==> config.mk <==
export PLATFORM = sky130hd
export DESIGN_NAME = account_line_parser_core
export DESIGN_NICKNAME = d
export VERILOG_FILES = /design/src/sv/alp_pkg.sv /design/src/sv/account_line_parser_core.sv /design/src/sv/alp_id_digit.sv
export SDC_FILE = /design/constraint.sdc
export NUM_CORES = 1
export LEC_CHECK = 0
export BUFFER_PORTS_ARGS = -buffer_cell sky130_fd_sc_hd__buf_2
export CELL_PAD_IN_SITES_DETAIL_PLACEMENT = 1
export CELL_PAD_IN_SITES_GLOBAL_PLACEMENT = 1
export CORE_MARGIN = 1.5
export CORE_UTILIZATION = 50
export DETAILED_ROUTE_END_ITERATION = 16
export PLACE_DENSITY = 0.88
export SETUP_SLACK_MARGIN = 0.5
export SLEW_MARGIN = 10
export SYNTH_ARGS = -nofsm -noshare
export SYNTH_HDL_FRONTEND = slang
export SYNTH_SLANG_ARGS = --single-unit
==> constraint.sdc <==
create_clock -name clk -period 11.3 [get_ports clk]
set_clock_uncertainty 0.1 [all_clocks]
set_input_delay 2.26 -clock clk [delete_from_list [all_inputs] [get_ports clk]]
set_output_delay 2.26 -clock clk [all_outputs]
set_load 0.1 [all_outputs]
==> src/sv/alp_pkg.sv <==
// ----------------------------------------------------------------------------
// alp_pkg
// Shared types and constants for the account line parser: field numbers,
// text field capacities, status codes and character codes.
// ----------------------------------------------------------------------------
`default_nettype none

package alp_pkg;

	typedef logic [2:0] field_t;
	typedef logic [7:0] pos_t;
	typedef logic [7:0] char_t;
	typedef logic [31:0] id_t;

	localparam field_t FLD_NAME  = 3'd0;
	localparam field_t FLD_PASS  = 3'd1;
	localparam field_t FLD_UID   = 3'd2;
	localparam field_t FLD_GID   = 3'd3;
	localparam field_t FLD_GECOS = 3'd4;
	localparam field_t FLD_HOME  = 3'd5;
	localparam field_t FLD_SHELL = 3'd6;

	localparam int NAME_CAP  = 32;
	localparam int PASS_CAP  = 128;
	localparam int GECOS_CAP = 128;
	localparam int HOME_CAP  = 128;
	localparam int SHELL_CAP = 64;

	localparam id_t ID_LIMIT_RESET = 32'd2000000000;

	localparam char_t CH_HASH  = 8'h23;
	localparam char_t CH_COLON = 8'h3a;
	localparam char_t CH_TAB   = 8'h09;
	localparam char_t CH_SPACE = 8'h20;
	localparam char_t CH_LF    = 8'h0a;
	localparam char_t CH_CR    = 8'h0d;
	localparam char_t CH_ZERO  = 8'h30;
	localparam char_t CH_NINE  = 8'h39;

	typedef enum logic [2:0] {
		ST_OK        = 3'd0,
		ST_COMMENT   = 3'd1,
		ST_FEW_FLDS  = 3'd2,
		ST_BAD_UID   = 3'd3,
		ST_BAD_GID   = 3'd4,
		ST_BAD_NAME  = 3'd5
	} status_t;

	// Capacity of a text field less one; the core stores only positions below it.
	function automatic pos_t field_last(input field_t f);
		pos_t r;
		case (f)
			FLD_NAME:  r = pos_t'(NAME_CAP - 1);
			FLD_PASS:  r = pos_t'(PASS_CAP - 1);
			FLD_GECOS: r = pos_t'(GECOS_CAP - 1);
			FLD_HOME:  r = pos_t'(HOME_CAP - 1);
			default:   r = pos_t'(SHELL_CAP - 1);
		endcase
		return r;
	endfunction

endpackage

`default_nettype wire

==> src/sv/account_line_parser_core.sv <==
// ----------------------------------------------------------------------------
// account_line_parser_core
// Byte-at-a-time parser for colon-separated seven-field account lines.
// ----------------------------------------------------------------------------
//  channel | handshake              | payload
//  --------+------------------------+-------------------------------------------
//  in      | in_valid / in_ready    | line_end, char_in
//  out     | out_valid / out_ready  | field_index, field_pos, stored_byte, keep,
//          |                        | line_done, status, user_id, group_id
//  cfg     | cfg_wr_en              | cfg_wr_data (id_limit)
//
// Each beat lands in an input register, is parsed against the line state and
// goes to a result register; one beat per cycle is sustained while out_ready
// stays high. The single id digit unit (multiply by ten, add, compare to
// limit) sets the critical path. An output stall holds the result register
// and backs up into the input register. Reset clears line state and loads the
// default id limit.
// ----------------------------------------------------------------------------
`default_nettype none

module account_line_parser_core (
	input  wire                   clk,
	input  wire                   arst_n,
	input  wire                   cfg_wr_en,
	input  wire alp_pkg::id_t     cfg_wr_data,
	input  wire                   in_valid,
	output logic                  in_ready,
	input  wire                   line_end,
	input  wire alp_pkg::char_t   char_in,
	output logic                  out_valid,
	input  wire                   out_ready,
	output alp_pkg::field_t       field_index,
	output logic [6:0]            field_pos,
	output alp_pkg::char_t        stored_byte,
	output logic                  keep,
	output logic                  line_done,
	output logic [2:0]            status,
	output alp_pkg::id_t          user_id,
	output alp_pkg::id_t          group_id
);
	import alp_pkg::*;

	// input register
	logic   valid_s1;
	logic   line_end_s1;
	char_t  char_s1;

	// result register
	logic       valid_s2;
	field_t     field_s2;
	logic [6:0] pos_s2;
	char_t      byte_s2;
	logic       keep_s2;
	logic       done_s2;
	status_t    status_s2;
	id_t        uid_s2;
	id_t        gid_s2;

	// line state
	id_t    limit_q;
	field_t field_q;
	pos_t   pos_q;
	logic   started_q;
	logic   rejected_q;
	logic   stopped_q;
	id_t    uid_q;
	id_t    gid_q;
	logic   err_uid_q;
	logic   err_gid_q;
	logic   err_name_q;

	logic   advance;
	logic   out_free;

	// next state / result
	field_t  field_d;
	pos_t    pos_d;
	logic    started_d;
	logic    rejected_d;
	logic    stopped_d;
	id_t     uid_d;
	id_t     gid_d;
	logic    err_uid_d;
	logic    err_gid_d;
	logic    err_name_d;
	logic    keep_d;
	status_t status_d;
	pos_t    pos_bump;

	id_t  dig_acc;
	id_t  dig_next;
	logic dig_bad;

	assign out_free = !valid_s2 || out_ready;
	assign advance  = valid_s1 && out_free;
	assign in_ready = !valid_s1 || advance;

	assign dig_acc  = (field_q == FLD_UID) ? uid_q : gid_q;
	assign pos_bump = (pos_q == 8'hff) ? pos_q : pos_q + 8'd1;

	alp_id_digit u_digit (
		.acc      (dig_acc),
		.char_in  (char_s1),
		.id_limit (limit_q),
		.acc_next (dig_next),
		.bad      (dig_bad)
	);

	always_comb begin
		field_d    = field_q;
		pos_d      = pos_q;
		started_d  = started_q;
		rejected_d = rejected_q;
		stopped_d  = stopped_q;
		uid_d      = uid_q;
		gid_d      = gid_q;
		err_uid_d  = err_uid_q;
		err_gid_d  = err_gid_q;
		err_name_d = err_name_q;
		keep_d     = 1'b0;

		if (!started_q || rejected_q)
			status_d = ST_COMMENT;
		else if (field_q < FLD_SHELL)
			status_d = ST_FEW_FLDS;
		else if (err_uid_q)
			status_d = ST_BAD_UID;
		else if (err_gid_q)
			status_d = ST_BAD_GID;
		else if (err_name_q)
			status_d = ST_BAD_NAME;
		else
			status_d = ST_OK;

		if (line_end_s1) begin
			field_d    = FLD_NAME;
			pos_d      = '0;
			started_d  = 1'b0;
			rejected_d = 1'b0;
			stopped_d  = 1'b0;
			uid_d      = '0;
			gid_d      = '0;
			err_uid_d  = 1'b0;
			err_gid_d  = 1'b0;
			err_name_d = 1'b0;
		end else if (rejected_q) begin
			// rest of a comment line is dropped
		end else if (!started_q && (char_s1 == CH_SPACE || char_s1 == CH_TAB)) begin
			// leading blank
		end else if (!started_q && char_s1 == CH_HASH) begin
			started_d  = 1'b1;
			rejected_d = 1'b1;
		end else begin
			started_d = 1'b1;
			if (field_q < FLD_SHELL && char_s1 == CH_COLON) begin
				if (field_q == FLD_UID && pos_q == '0)
					err_uid_d = 1'b1;
				if (field_q == FLD_GID && pos_q == '0)
					err_gid_d = 1'b1;
				field_d = field_q + 3'd1;
				pos_d   = '0;
			end else if (field_q == FLD_UID) begin
				if (!err_uid_q) begin
					if (dig_bad)
						err_uid_d = 1'b1;
					else
						uid_d = dig_next;
				end
				pos_d = pos_bump;
			end else if (field_q == FLD_GID) begin
				if (!err_gid_q) begin
					if (dig_bad)
						err_gid_d = 1'b1;
					else
						gid_d = dig_next;
				end
				pos_d = pos_bump;
			end else if (field_q >= FLD_SHELL) begin
				if (!stopped_q) begin
					if (char_s1 == CH_CR || char_s1 == CH_LF) begin
						stopped_d = 1'b1;
					end else begin
						keep_d = (pos_q < field_last(FLD_SHELL));
						pos_d  = pos_bump;
					end
				end
			end else begin
				keep_d = (pos_q < field_last(field_q));
				if (keep_d && field_q == FLD_NAME && char_s1 == CH_LF)
					err_name_d = 1'b1;
				pos_d = pos_bump;
			end
		end
	end

	// control and line state
	always_ff @(posedge clk or negedge arst_n) begin
		if (!arst_n) begin
			valid_s1   <= 1'b0;
			valid_s2   <= 1'b0;
			limit_q    <= ID_LIMIT_RESET;
			field_q    <= FLD_NAME;
			pos_q      <= '0;
			started_q  <= 1'b0;
			rejected_q <= 1'b0;
			stopped_q  <= 1'b0;
			uid_q      <= '0;
			gid_q      <= '0;
			err_uid_q  <= 1'b0;
			err_gid_q  <= 1'b0;
			err_name_q <= 1'b0;
		end else begin
			if (cfg_wr_en)
				limit_q <= cfg_wr_data;
			if (in_ready)
				valid_s1 <= in_valid;
			if (out_free)
				valid_s2 <= valid_s1;
			if (advance) begin
				field_q    <= field_d;
				pos_q      <= pos_d;
				started_q  <= started_d;
				rejected_q <= rejected_d;
				stopped_q  <= stopped_d;
				uid_q      <= uid_d;
				gid_q      <= gid_d;
				err_uid_q  <= err_uid_d;
				err_gid_q  <= err_gid_d;
				err_name_q <= err_name_d;
			end
		end
	end

	// payload registers
	always_ff @(posedge clk) begin
		if (in_valid && in_ready) begin
			line_end_s1 <= line_end;
			char_s1     <= char_in;
		end
		if (advance) begin
			field_s2  <= field_q;
			pos_s2    <= pos_q[7] ? 7'h7f : pos_q[6:0];
			byte_s2   <= line_end_s1 ? 8'd0 : char_s1;
			keep_s2   <= keep_d;
			done_s2   <= line_end_s1;
			status_s2 <= line_end_s1 ? status_d : ST_OK;
			uid_s2    <= (line_end_s1 && status_d == ST_OK) ? uid_q : '0;
			gid_s2    <= (line_end_s1 && status_d == ST_OK) ? gid_q : '0;
		end
	end

	assign out_valid   = valid_s2;
	assign field_index = field_s2;
	assign field_pos   = pos_s2;
	assign stored_byte = byte_s2;
	assign keep        = keep_s2;
	assign line_done   = done_s2;
	assign status      = status_s2;
	assign user_id     = uid_s2;
	assign group_id    = gid_s2;

endmodule

`default_nettype wire

==> src/sv/alp_id_digit.sv <==
// ----------------------------------------------------------------------------
// alp_id_digit
// One decimal digit step of an id: acc*10 + digit, checked for a digit and against the limit.
// ----------------------------------------------------------------------------
`default_nettype none

module alp_id_digit (
	input  wire alp_pkg::id_t   acc,
	input  wire alp_pkg::char_t char_in,
	input  wire alp_pkg::id_t   id_limit,
	output alp_pkg::id_t        acc_next,
	output logic                bad
);
	import alp_pkg::*;

	logic        is_digit;
	logic [3:0]  digit;
	logic [35:0] prod;

	assign is_digit = (char_in >= CH_ZERO) && (char_in <= CH_NINE);
	assign digit    = 4'(char_in - CH_ZERO);

	// acc*10 as acc*8 + acc*2; 36 bits hold the sum for any 32-bit acc
	assign prod = {1'b0, acc, 3'b000} + {3'b000, acc, 1'b0} + {32'd0, digit};

	assign acc_next = prod[31:0];
	assign bad      = !is_digit || (prod > {4'd0, id_limit});

endmodule

`default_nettype wire
---- Word-level counts from Yosys, hierarchy flattened ----
Index checks and enable logic that the tools add are counted.
storage, ports and cells
  register bits after elaboration ......... 211
  output and inout bits ................... 89
  input port bits ......................... 46
  word-level logic and storage cells ...... 198
cells by class
  equality and inequality tests ........... 27
  add/sub/neg operators ................... 5
  multiplexer cells ....................... 94
  order comparisons ....................... 7
  reductions and logical operators ........ 42
operators by type and width
  cell                 number
  $mux 32              17
  $mux 8               19
  $mux 1               47
  $add 35x33->36       1
  $add 36x4->36        1
  $gt 36x32->1         1
  $mux 3               10
  $eq 8x4->1 const B   3
  $eq 8x6->1 const B   3
  $ne 2x2->1 const B   10
  $reduce_and 9->1     2
  $reduce_and 8->1     2
  $pmux 7 s2           1
  $ne 6x6->1 const B   2
  $reduce_and 6->1     2
  $logic_and 1x1->1    11
  $reduce_bool 2->1    5
  $add 8x1->8 const B  1
  $eq 8x8->1 const B   1
  $ge 8x6->1 const B   1
  $le 8x6->1 const B   1
  $logic_not 8->1      1
  $lt 8x6->1 const B   1
  $lt 8x8->1           1
  other kinds (18)     31

---- Depth between registers and ports, before layout ----
Gate-level depths: netlist of the first run.
  word-level depth ........................ 23
  mapped depth ............................ 29
  mapped depth without buffers ............ 26

---- Hierarchy ----
Synthesis of the first run repeated with hierarchy kept, for this count alone.
unflattened totals
  cells, all modules ...................... 1010
  area total of the unflattened synthesis .. 12087.8 µm²
by module, submodules not included
  module                    instances  area each (µm²)  seq. area each (µm²)  cells each
  account_line_parser_core  1          9171.3           5776.8                637
  alp_id_digit              1          2916.5           0.0                   373

---- Least setup slack after synthesis of the first run ----
No wires, ideal clock.
  path kind ............................... reg-to-reg
  from .................................... reg field_q[0]
  to ...................................... reg uid_q[0]
  arrival time ............................ 5.768 ns
  required time ........................... 11.075 ns
  slack ................................... 5.307 ns
  setup time .............................. 0.125 ns
  cell stages (with the launch flop) ...... 28
  period minus slack after synthesis ...... 5.993 ns
  buffers on the path ..................... 2
  path through ............................ dfrtp_1 inv_1 ha_1 nor2b_1 clkbuf_1 buf_1 a21o_1 inv_1 fa_1 inv_1 fa_1 a21oi_1 nand4b_4 a2111oi_4 o311ai_4 a21o_1 nand2_1 xor2_1 ha_1 nand2_1 o21ai_0 a2111oi_0 nand3_1 o211ai_1 o211ai_1 nand4bb_1 and4bb_4 mux2_4
on the way
  word-level cells in the longest chain between the ends .. 8
  elaborated cells between the ends (all ways) .. 12
  classes of those cells .................. 2 x add/sub; 2 x order compare; 3 x eq/ne; 1 x mux; 4 x reduce/logical
RTL lines
  item                                 line                                                             RTL
  from (decl)                          account_line_parser_core.sv:61                                   field_t field_q;
  from (signal assigned)               account_line_parser_core.sv:220                                  field_q <= field_d;
  $eq 3x2->1                           account_line_parser_core.sv:98, account_line_parser_core.sv:162
  $mux 32                              account_line_parser_core.sv:98                                   assign dig_acc = (field_q == FLD_UID) ? uid_q : gid_q;
  $add 35x33->36                       alp_id_digit.sv:24                                               assign prod = {1'b0, acc, 3'b000} + {3'b000, acc, 1'b0} + {32'd0, digit};
  $add 36x4->36                        alp_id_digit.sv:24
  $gt 36x32->1                         alp_id_digit.sv:27                                               assign bad = !is_digit || (prod > {4'd0, id_limit});
  $logic_or 1x1->1                     alp_id_digit.sv:27
  $ne 2x2->1 (no source line)          -
  $reduce_and 8->1 (no source line) *  -
  to (signal assigned)                 account_line_parser_core.sv:225                                  uid_q <= uid_d;
  to (decl)                            account_line_parser_core.sv:66                                   id_t uid_q;
Mark *: on every way between the ends. The rest lies on a longest branch, timed or not.
A chain may end at the register's enable or synchronous reset.

---- Worst setup path in the final report of the first run ----
  from .................................... reg field_q[0]
  to ...................................... reg gid_q[13]
on the way
  word-level cells in the longest chain between the ends .. 13
  elaborated cells between the ends (all ways) .. 23
  classes of those cells .................. 2 x add/sub; 2 x order compare; 5 x eq/ne; 10 x mux; 4 x reduce/logical
RTL lines
  item                                                     line                             RTL
  branches (longest 13 deep; another with $add 35x33->36)  -
  to (signal assigned)                                     account_line_parser_core.sv:226  gid_q <= gid_d;
  to (decl)                                                account_line_parser_core.sv:67   id_t gid_q;
Parallel ways; which one is timed is not known. The select of a mux whose other input is x is not followed.

==> reports/summary.md, run 1 <==
Outcome
- complete, no violations — outcome

GRT
- 1 — antenna violations before repair
- 69 — largest net degree at the start of global routing
- 59000 microns — wire length of the first global-routing pass
- 29.1% — overall track demand over capacity in global routing
- 0 — overflow left after global routing
- 10944 — vias in the first global route

Min path
- stopped_q — hold-critical path endpoint
- stopped_q — origin of the worst min-delay path
- register to register — class of the most critical hold timing path
- 2 — Cells on Worst Hold Path

Final layout
- 16.5% — fraction of final layout cells with drive strength greater than 1
- 58.6% — end-of-flow core utilization
- 1703 — Final Non-Filler Cells
- 1517 — Total Nets Final
- 13.7% — layout-stage area growth over the synthesis result
- 5910 sq um — area of combinational cells with multiple inputs
- 2756 — fill cell total of the finished layout
- 13900 sq um — area of all placed cells without fillers
- 5780 sq um — area occupied by registers

Die
- 159 microns — Die Height
- 135 — Ports
- 25400 sq um — overall die area
- 159 microns — Die Width
- 23700 sq um — Core Footprint
- 56 — # rows
- 51.5% — Starting Density

Timing
- 3.33 ns — PnR worst setup slack
- 0 — final-report setup violation count
- 126 MHz — timing-limited maximum frequency
- 0 — final hold vios
- 70.5% — final worst-path cycle share
- 0 — number of slew-limit violations in the final report
- 31.2% — Max transition margin
- 7.97 ns — shortest period the worst path allows
- false — setup repair after global routing missed its margin
- 0.421 ns — worst-case hold slack
- 0 ns — Setup TNS Final
- 1.03 ns — transition at the pin with the smallest max-transition slack

Clocking
- sky130_fd_sc_hd__clkbuf_16 — clock root cell
- 3 — Bufs on Longest Clock Path
- 0.07 ns — Clock transition at path regs
- 24 — clock buffers created by TritonCTS
- 0 — Post-CTS Hold Buffers
- 1 — CTS HTree Levels
- 0.54 ns — latest clock arrival within the worst-skew pair
- 0 — post-CTS setup repair buffer count
- 0 — cts repair resizes
- built — CTS tree
- 211 — sink count of the clock tree

Logic synthesis
- sky130_fd_sc_hd__nand2_1 (226), sky130_fd_sc_hd__ha_1 (104), sky130_fd_sc_hd__dfrtp_1 (102), sky130_fd_sc_hd__edfxtp_1 (96), sky130_fd_sc_hd__nand4_1 (75) — ranking of synthesized cells by instance count
- sky130_fd_sc_hd__edfxtp_1 (24%), sky130_fd_sc_hd__dfrtp_1 (21%), sky130_fd_sc_hd__ha_1 (11%) — leading post-synthesis cells by cell area
- 54.5% — fraction of synthesis flops using an asynchronous set or reset pin
- 1258 — number of standard cells after synthesis
- sky130_fd_sc_hd__nand2_1 — most frequent cell after synthesis
- sky130_fd_sc_hd__dfrtp_1 — Main synth FF type
- 211 — FF+latch count, synth
- 12200 sq um — synthesized area
- 84 — distinct cell type count of the synthesized netlist
- 0 — total number of yosys warnings
- 47.3% — sequential-to-total area share from yosys stat
- sky130_fd_sc_hd__edfxtp_1 — post-synth top area cell
- 9.70 sq um — syn avg cell area
- 1410 — number of nets in the synthesized netlist
- 96 — count of flip-flops with a built-in enable after synthesis
- 23.6% — portion of synthesized cell area occupied by the leading cell type

Setup path
- 8.28 ns — Arrival @ worst endpoint
- register to register — Critical Setup Path Class
- register — crit end category
- 3.33 ns — FF-to-FF setup slack
- 0.82 ns — Max stage delay on crit path
- compound AO/OA/AOI/OAI gates — gate family responsible for the most delay along the worst path
- 25 — cell depth of the worst flop-to-flop path
- 4 — Crit path buffers/inverters
- register — Critical Path Start Type
- 11.61 ns — Worst EP required
- sky130_fd_sc_hd__ha_1 — most common cell type on the critical path
- gid_q[13] — worst flop-to-flop path endpoint
- field_q[0] — launch instance of the worst register-to-register path
- 36 — highest fanout seen on the critical path
- sky130_fd_sc_hd__and4bb_1 — highest-delay cell along the critical path

Drt
- 0 — remaining design rule violation count
- 755 — initial detailed-routing violation count
- 21.7 microns — wire per inst
- 10271 — vias after detailed routing
- 5 — drt pass-1 iters
- 36900 microns — total wire length after detailed routing
- 6.03 — vias per inst
- 0 — number of antenna-violating nets in the routed design

Power
- 2.09 mW — final total power
- 6.56 nW — Static Leak
- 150 nW/um^2 — Power Dens Cells
- 0.108 mV — maximum ir drop on the vdd rail

Placement
- 13100 sq um — area of placed instances
- 1658 — placed cells
- 134 — quantity of I/O buffers inserted on ports
- 3.60 ns — post-place setup slack
- 25200 microns — Post-DP HPWL
- 0.943 — final estimated routing congestion in global placement

Job
- 0 — number of max-cap violations

## sequential cells by signal, indices dropped and copies added (netlist names), 3 cells and up
| signal | count |
|---|---|
| stored_byte | 8 |
| char_s1 | 8 |
| gid_q | 32 |
| status | 3 |
| group_id | 32 |
| user_id | 32 |
| pos_q | 8 |
| field_q | 3 |
| field_index | 3 |
| uid_q | 32 |
| limit_q | 32 |
| field_pos | 7 |
## tightest hold or removal path, stage by stage, from the launching register on
cell and delay, ns:
sky130_fd_sc_hd__dfrtp_1 0.35, sky130_fd_sc_hd__a31oi_1 0.04, sky130_fd_sc_hd__nor2_1 0.09
## kinds of logic after synthesis
kind of cell	after synthesis	synth area share (%)
compound gates	256	13.2
xor+xnor	30	2.15
fa+ha+maj	106	11.0
buf+inv	128	4.46
flops	211	47.3
mux	7	0.625
simple gates	520	21.3
## cell type report
| cell class | count | share of cell area (%) |
|---|---|---|
| Tap cell | 319 | 2.88 |
| Inverter | 62 | 1.69 |
| Timing Repair Buffer | 147 | 5.55 |
| Multi-Input combinational cell | 919 | 42.6 |
| Antenna cell | 1 | 0.0180 |
| Sequential cell | 211 | 41.6 |
| Clock inverter | 12 | 0.902 |
| Clock buffer | 32 | 4.76 |
## routing by layer
layer	GRT usage [%]	vias up	part of all wire (%)
li1	-	4696	-
met1	37.1	5110	42
met2	50.2	369	49
met3	4.32	96	5.5
met4	10.9	0	3.3
met5	0	-	0
## worst max path at each step
stage / startpoint / endpoint / slack, ns / cells after the start
2_1_floorplan: field_q[0] / uid_q[0] / 5.31 / 27
3_3_place_gp: field_q[0] / gid_q[14] / 3.82 / 27
3_5_place_dp: field_q[0] / gid_q[2] / 3.60 / 25
4_1_cts: field_q[0] / gid_q[13] / 3.47 / 25
5_1_grt: field_q[0] / gid_q[20] / 2.88 / 25
6_report: field_q[0] / gid_q[13] / 3.33 / 25
## power breakdown
group	leakage (nW)	switching, mW	internal (mW)
clock network	0.387	0.321	0.458
logic	3.70	0.342	0.0817
registers	2.47	0.0274	0.857
## layout by cell type (no fill, tap or decap), types with 9 or more instances in the layout
cell type and instances:
sky130_fd_sc_hd__nand2_1 225, sky130_fd_sc_hd__buf_2 133, sky130_fd_sc_hd__ha_1 104, sky130_fd_sc_hd__dfrtp_1 102, sky130_fd_sc_hd__edfxtp_1 96, sky130_fd_sc_hd__nand4_1 75
sky130_fd_sc_hd__and2_1 69, sky130_fd_sc_hd__o21ai_1 62, sky130_fd_sc_hd__inv_1 61, sky130_fd_sc_hd__o21ai_0 53, sky130_fd_sc_hd__a21oi_1 50, sky130_fd_sc_hd__nor2_1 49
sky130_fd_sc_hd__clkbuf_16 24, sky130_fd_sc_hd__xnor2_1 18, sky130_fd_sc_hd__nand3_1 17, sky130_fd_sc_hd__a21o_1 16, sky130_fd_sc_hd__nor3_1 16, sky130_fd_sc_hd__buf_4 14
sky130_fd_sc_hd__dfstp_2 13, sky130_fd_sc_hd__xor2_1 12, sky130_fd_sc_hd__nor2b_1 12, sky130_fd_sc_hd__or2_2 9
Note: power is estimated with default switching activity, not from simulation.
==> inputs of run 2 (changes only) <==
Settings changed: CORE_UTILIZATION 50 to 42, PLACE_DENSITY 0.88 to 0.79.
Clock period 11.3 ns to 6.6 ns, I/O delays scaled along.
==> run 2 against run 1 <==
  * Fmax increased by 31%
  * Routed wire length decreased by 1.6%
  * Non-clock buffer count increased by 38
  * First-iteration DRC count decreased by 23%
  * Critical path type unchanged
  * Critical path depth unchanged
  * Global-route usage decreased by 5.1 points
  * Flip-flop and latch count unchanged
  * Hold slack got worse by 0.025 ns
  * Power increased by 82%
  * Cell count increased by 6.1%
  * Worst setup slack got worse by 2.8 ns
==> reports/summary.md, run 2 (synthesized netlist as in run 1, its figures left out) <==
Power
- 0.161 mV — maximum ir drop on the vdd rail
- 6.85 nW — Static Leak
- 259 nW/um^2 — Power Dens Cells

Timing
- 0 — final-report setup violation count
- 164 MHz — timing-limited maximum frequency
- 6.10 ns — shortest period the worst path allows
- 0 — number of slew-limit violations in the final report
- true — setup repair after global routing missed its margin
- 0 — final hold vios
- 92.4% — final worst-path cycle share
- 20.3% — Max transition margin
- 1.19 ns — transition at the pin with the smallest max-transition slack

Die
- 42.6% — Starting Density
- 30100 sq um — overall die area
- 62 — # rows
- 135 — Ports
- 173 microns — Die Width
- 28600 sq um — Core Footprint
- 173 microns — Die Height

Setup path
- register — crit end category
- 6.43 ns — Arrival @ worst endpoint
- register — Critical Path Start Type
- 6.93 ns — Worst EP required
- 22 — highest fanout seen on the critical path
- register to register — Critical Setup Path Class

GRT
- 0 — overflow left after global routing
- 0 — antenna violations before repair
- 10597 — vias in the first global route
- 68 — largest net degree at the start of global routing
- 24.0% — overall track demand over capacity in global routing
- 58400 microns — wire length of the first global-routing pass

Final layout
- 0 — antenna diode count
- sky130_fd_sc_hd__nand2_1 (223), sky130_fd_sc_hd__buf_2 (133), sky130_fd_sc_hd__dfrtp_1 (101) — most used cells in the layout excluding fill and tap cells
- 51.3% — end-of-flow core utilization
- sky130_fd_sc_hd__nand2_1 — most common cell after layout, fill and taps aside
- 1556 — Total Nets Final
- 20.4% — layout-stage area growth over the synthesis result
- 22.2% — fraction of final layout cells with drive strength greater than 1
- 14700 sq um — area of all placed cells without fillers
- 3207 — fill cell total of the finished layout

Clocking
- 3 — Bufs on Longest Clock Path
- sky130_fd_sc_hd__clkbuf_16 — clock root cell
- 1 — CTS HTree Levels
- 0 — Post-CTS Hold Buffers
- 211 — sink count of the clock tree
- 0.06 ns — Clock transition at path regs
- 25 — clock buffers created by TritonCTS
- built — CTS tree
- 0.55 ns — latest clock arrival within the worst-skew pair

Placement
- 25400 microns — Post-DP HPWL
- 13300 sq um — area of placed instances
- 0.885 — final estimated routing congestion in global placement
- 134 — quantity of I/O buffers inserted on ports

Drt
- 0 — number of antenna-violating nets in the routed design
- 0 — remaining design rule violation count
- 10195 — vias after detailed routing
- 6 — drt pass-1 iters
- 20.1 microns — wire per inst
- 585 — initial detailed-routing violation count
- 5.64 — vias per inst
- 36300 microns — total wire length after detailed routing

Outcome
- complete, no violations — outcome

Min path
- register to register — class of the most critical hold timing path

Job
- 0 — number of max-cap violations

run 2: area by class of cell:
class / count / area (sq um) / share of cell area, %
clock buffers: 29 / 661 / 4.50
clock inverters: 17 / 235 / 1.60
inverters: 62 / 234 / 1.59
multi-input cells: 919 / 6130 / 41.7
flip-flops and latches: 211 / 5780 / 39.3
well taps: 384 / 480 / 3.27
repair buffers: 185 / 1170 / 8.00
run 2: through the flow:
step / power [mW] / setup TNS, ns / hold WS [ns] / setup slack, ns / cells
floorplan: 2.05 / 0 / 0.355 / 0.607 / 1258
global placement: 2.24 / -16.71 / 0.377 / -0.325 / 1740
detailed placement: 2.26 / -21.17 / 0.386 / -0.385 / 1740
CTS: 3.81 / 0 / 0.399 / 0.566 / 1798
global route: 3.94 / 0 / 0.410 / 0.264 / 1807
finish: 3.81 / 0 / 0.396 / 0.502 / 1807
run 2: final timing paths:
kind                       startpoint         end  slack, ns  depth (start not counted)
min reg2reg                  gid_q[0]    gid_q[0]       0.40                          2
min in group asynchronous      arst_n  limit_q[7]       0.72                          1
max                        field_q[0]    uid_q[0]       0.50                         25
max reg2reg                field_q[0]    uid_q[0]       0.50                         25
max in group asynchronous      arst_n  field_q[2]       4.32                          2
min                          gid_q[0]    gid_q[0]       0.40                          2
run 2: critical path, stage by stage, from the launching register on:
cell and delay [ns]:
sky130_fd_sc_hd__dfrtp_1 0.40, sky130_fd_sc_hd__inv_2 0.10, sky130_fd_sc_hd__ha_4 0.13, sky130_fd_sc_hd__nor2b_4 0.26, sky130_fd_sc_hd__buf_12 0.22, sky130_fd_sc_hd__nand2_1 0.07
sky130_fd_sc_hd__nand2_1 0.11, sky130_fd_sc_hd__ha_1 0.25, sky130_fd_sc_hd__ha_2 0.36, sky130_fd_sc_hd__o21ai_0 0.35, sky130_fd_sc_hd__o221ai_1 0.17, sky130_fd_sc_hd__a221o_1 0.37
sky130_fd_sc_hd__nor2b_1 0.16, sky130_fd_sc_hd__nor3_2 0.24, sky130_fd_sc_hd__buf_4 0.16, sky130_fd_sc_hd__xnor2_1 0.15, sky130_fd_sc_hd__ha_1 0.31, sky130_fd_sc_hd__a21oi_1 0.21
sky130_fd_sc_hd__o21ai_2 0.13, sky130_fd_sc_hd__a2111oi_4 0.32, sky130_fd_sc_hd__nand3_1 0.14, sky130_fd_sc_hd__o211ai_1 0.20, sky130_fd_sc_hd__o211ai_1 0.12, sky130_fd_sc_hd__nand4bb_1 0.20
sky130_fd_sc_hd__and4bb_4 0.41, sky130_fd_sc_hd__mux2_4 0.31
run 2: per-layer routing:
metal	global-route usage, %	wire (microns)	up-vias
met4	6.85	772	0
met5	0	0	-
met2	40.2	17500	223
met3	3.03	1600	59
met1	32.8	16400	5131
li1	-	-	4782
run 2: power by group:
part,internal (mW),switching [mW]
clock network,0.919,0.588
logic,0.189,0.603
registers,1.47,0.0417
run 2: repair_timing:
action                                  CTS  global route
resized for setup                        27            41
endpoints found under the setup margin   66            66
pin swaps                                 7            23
setup buffers                            12             9
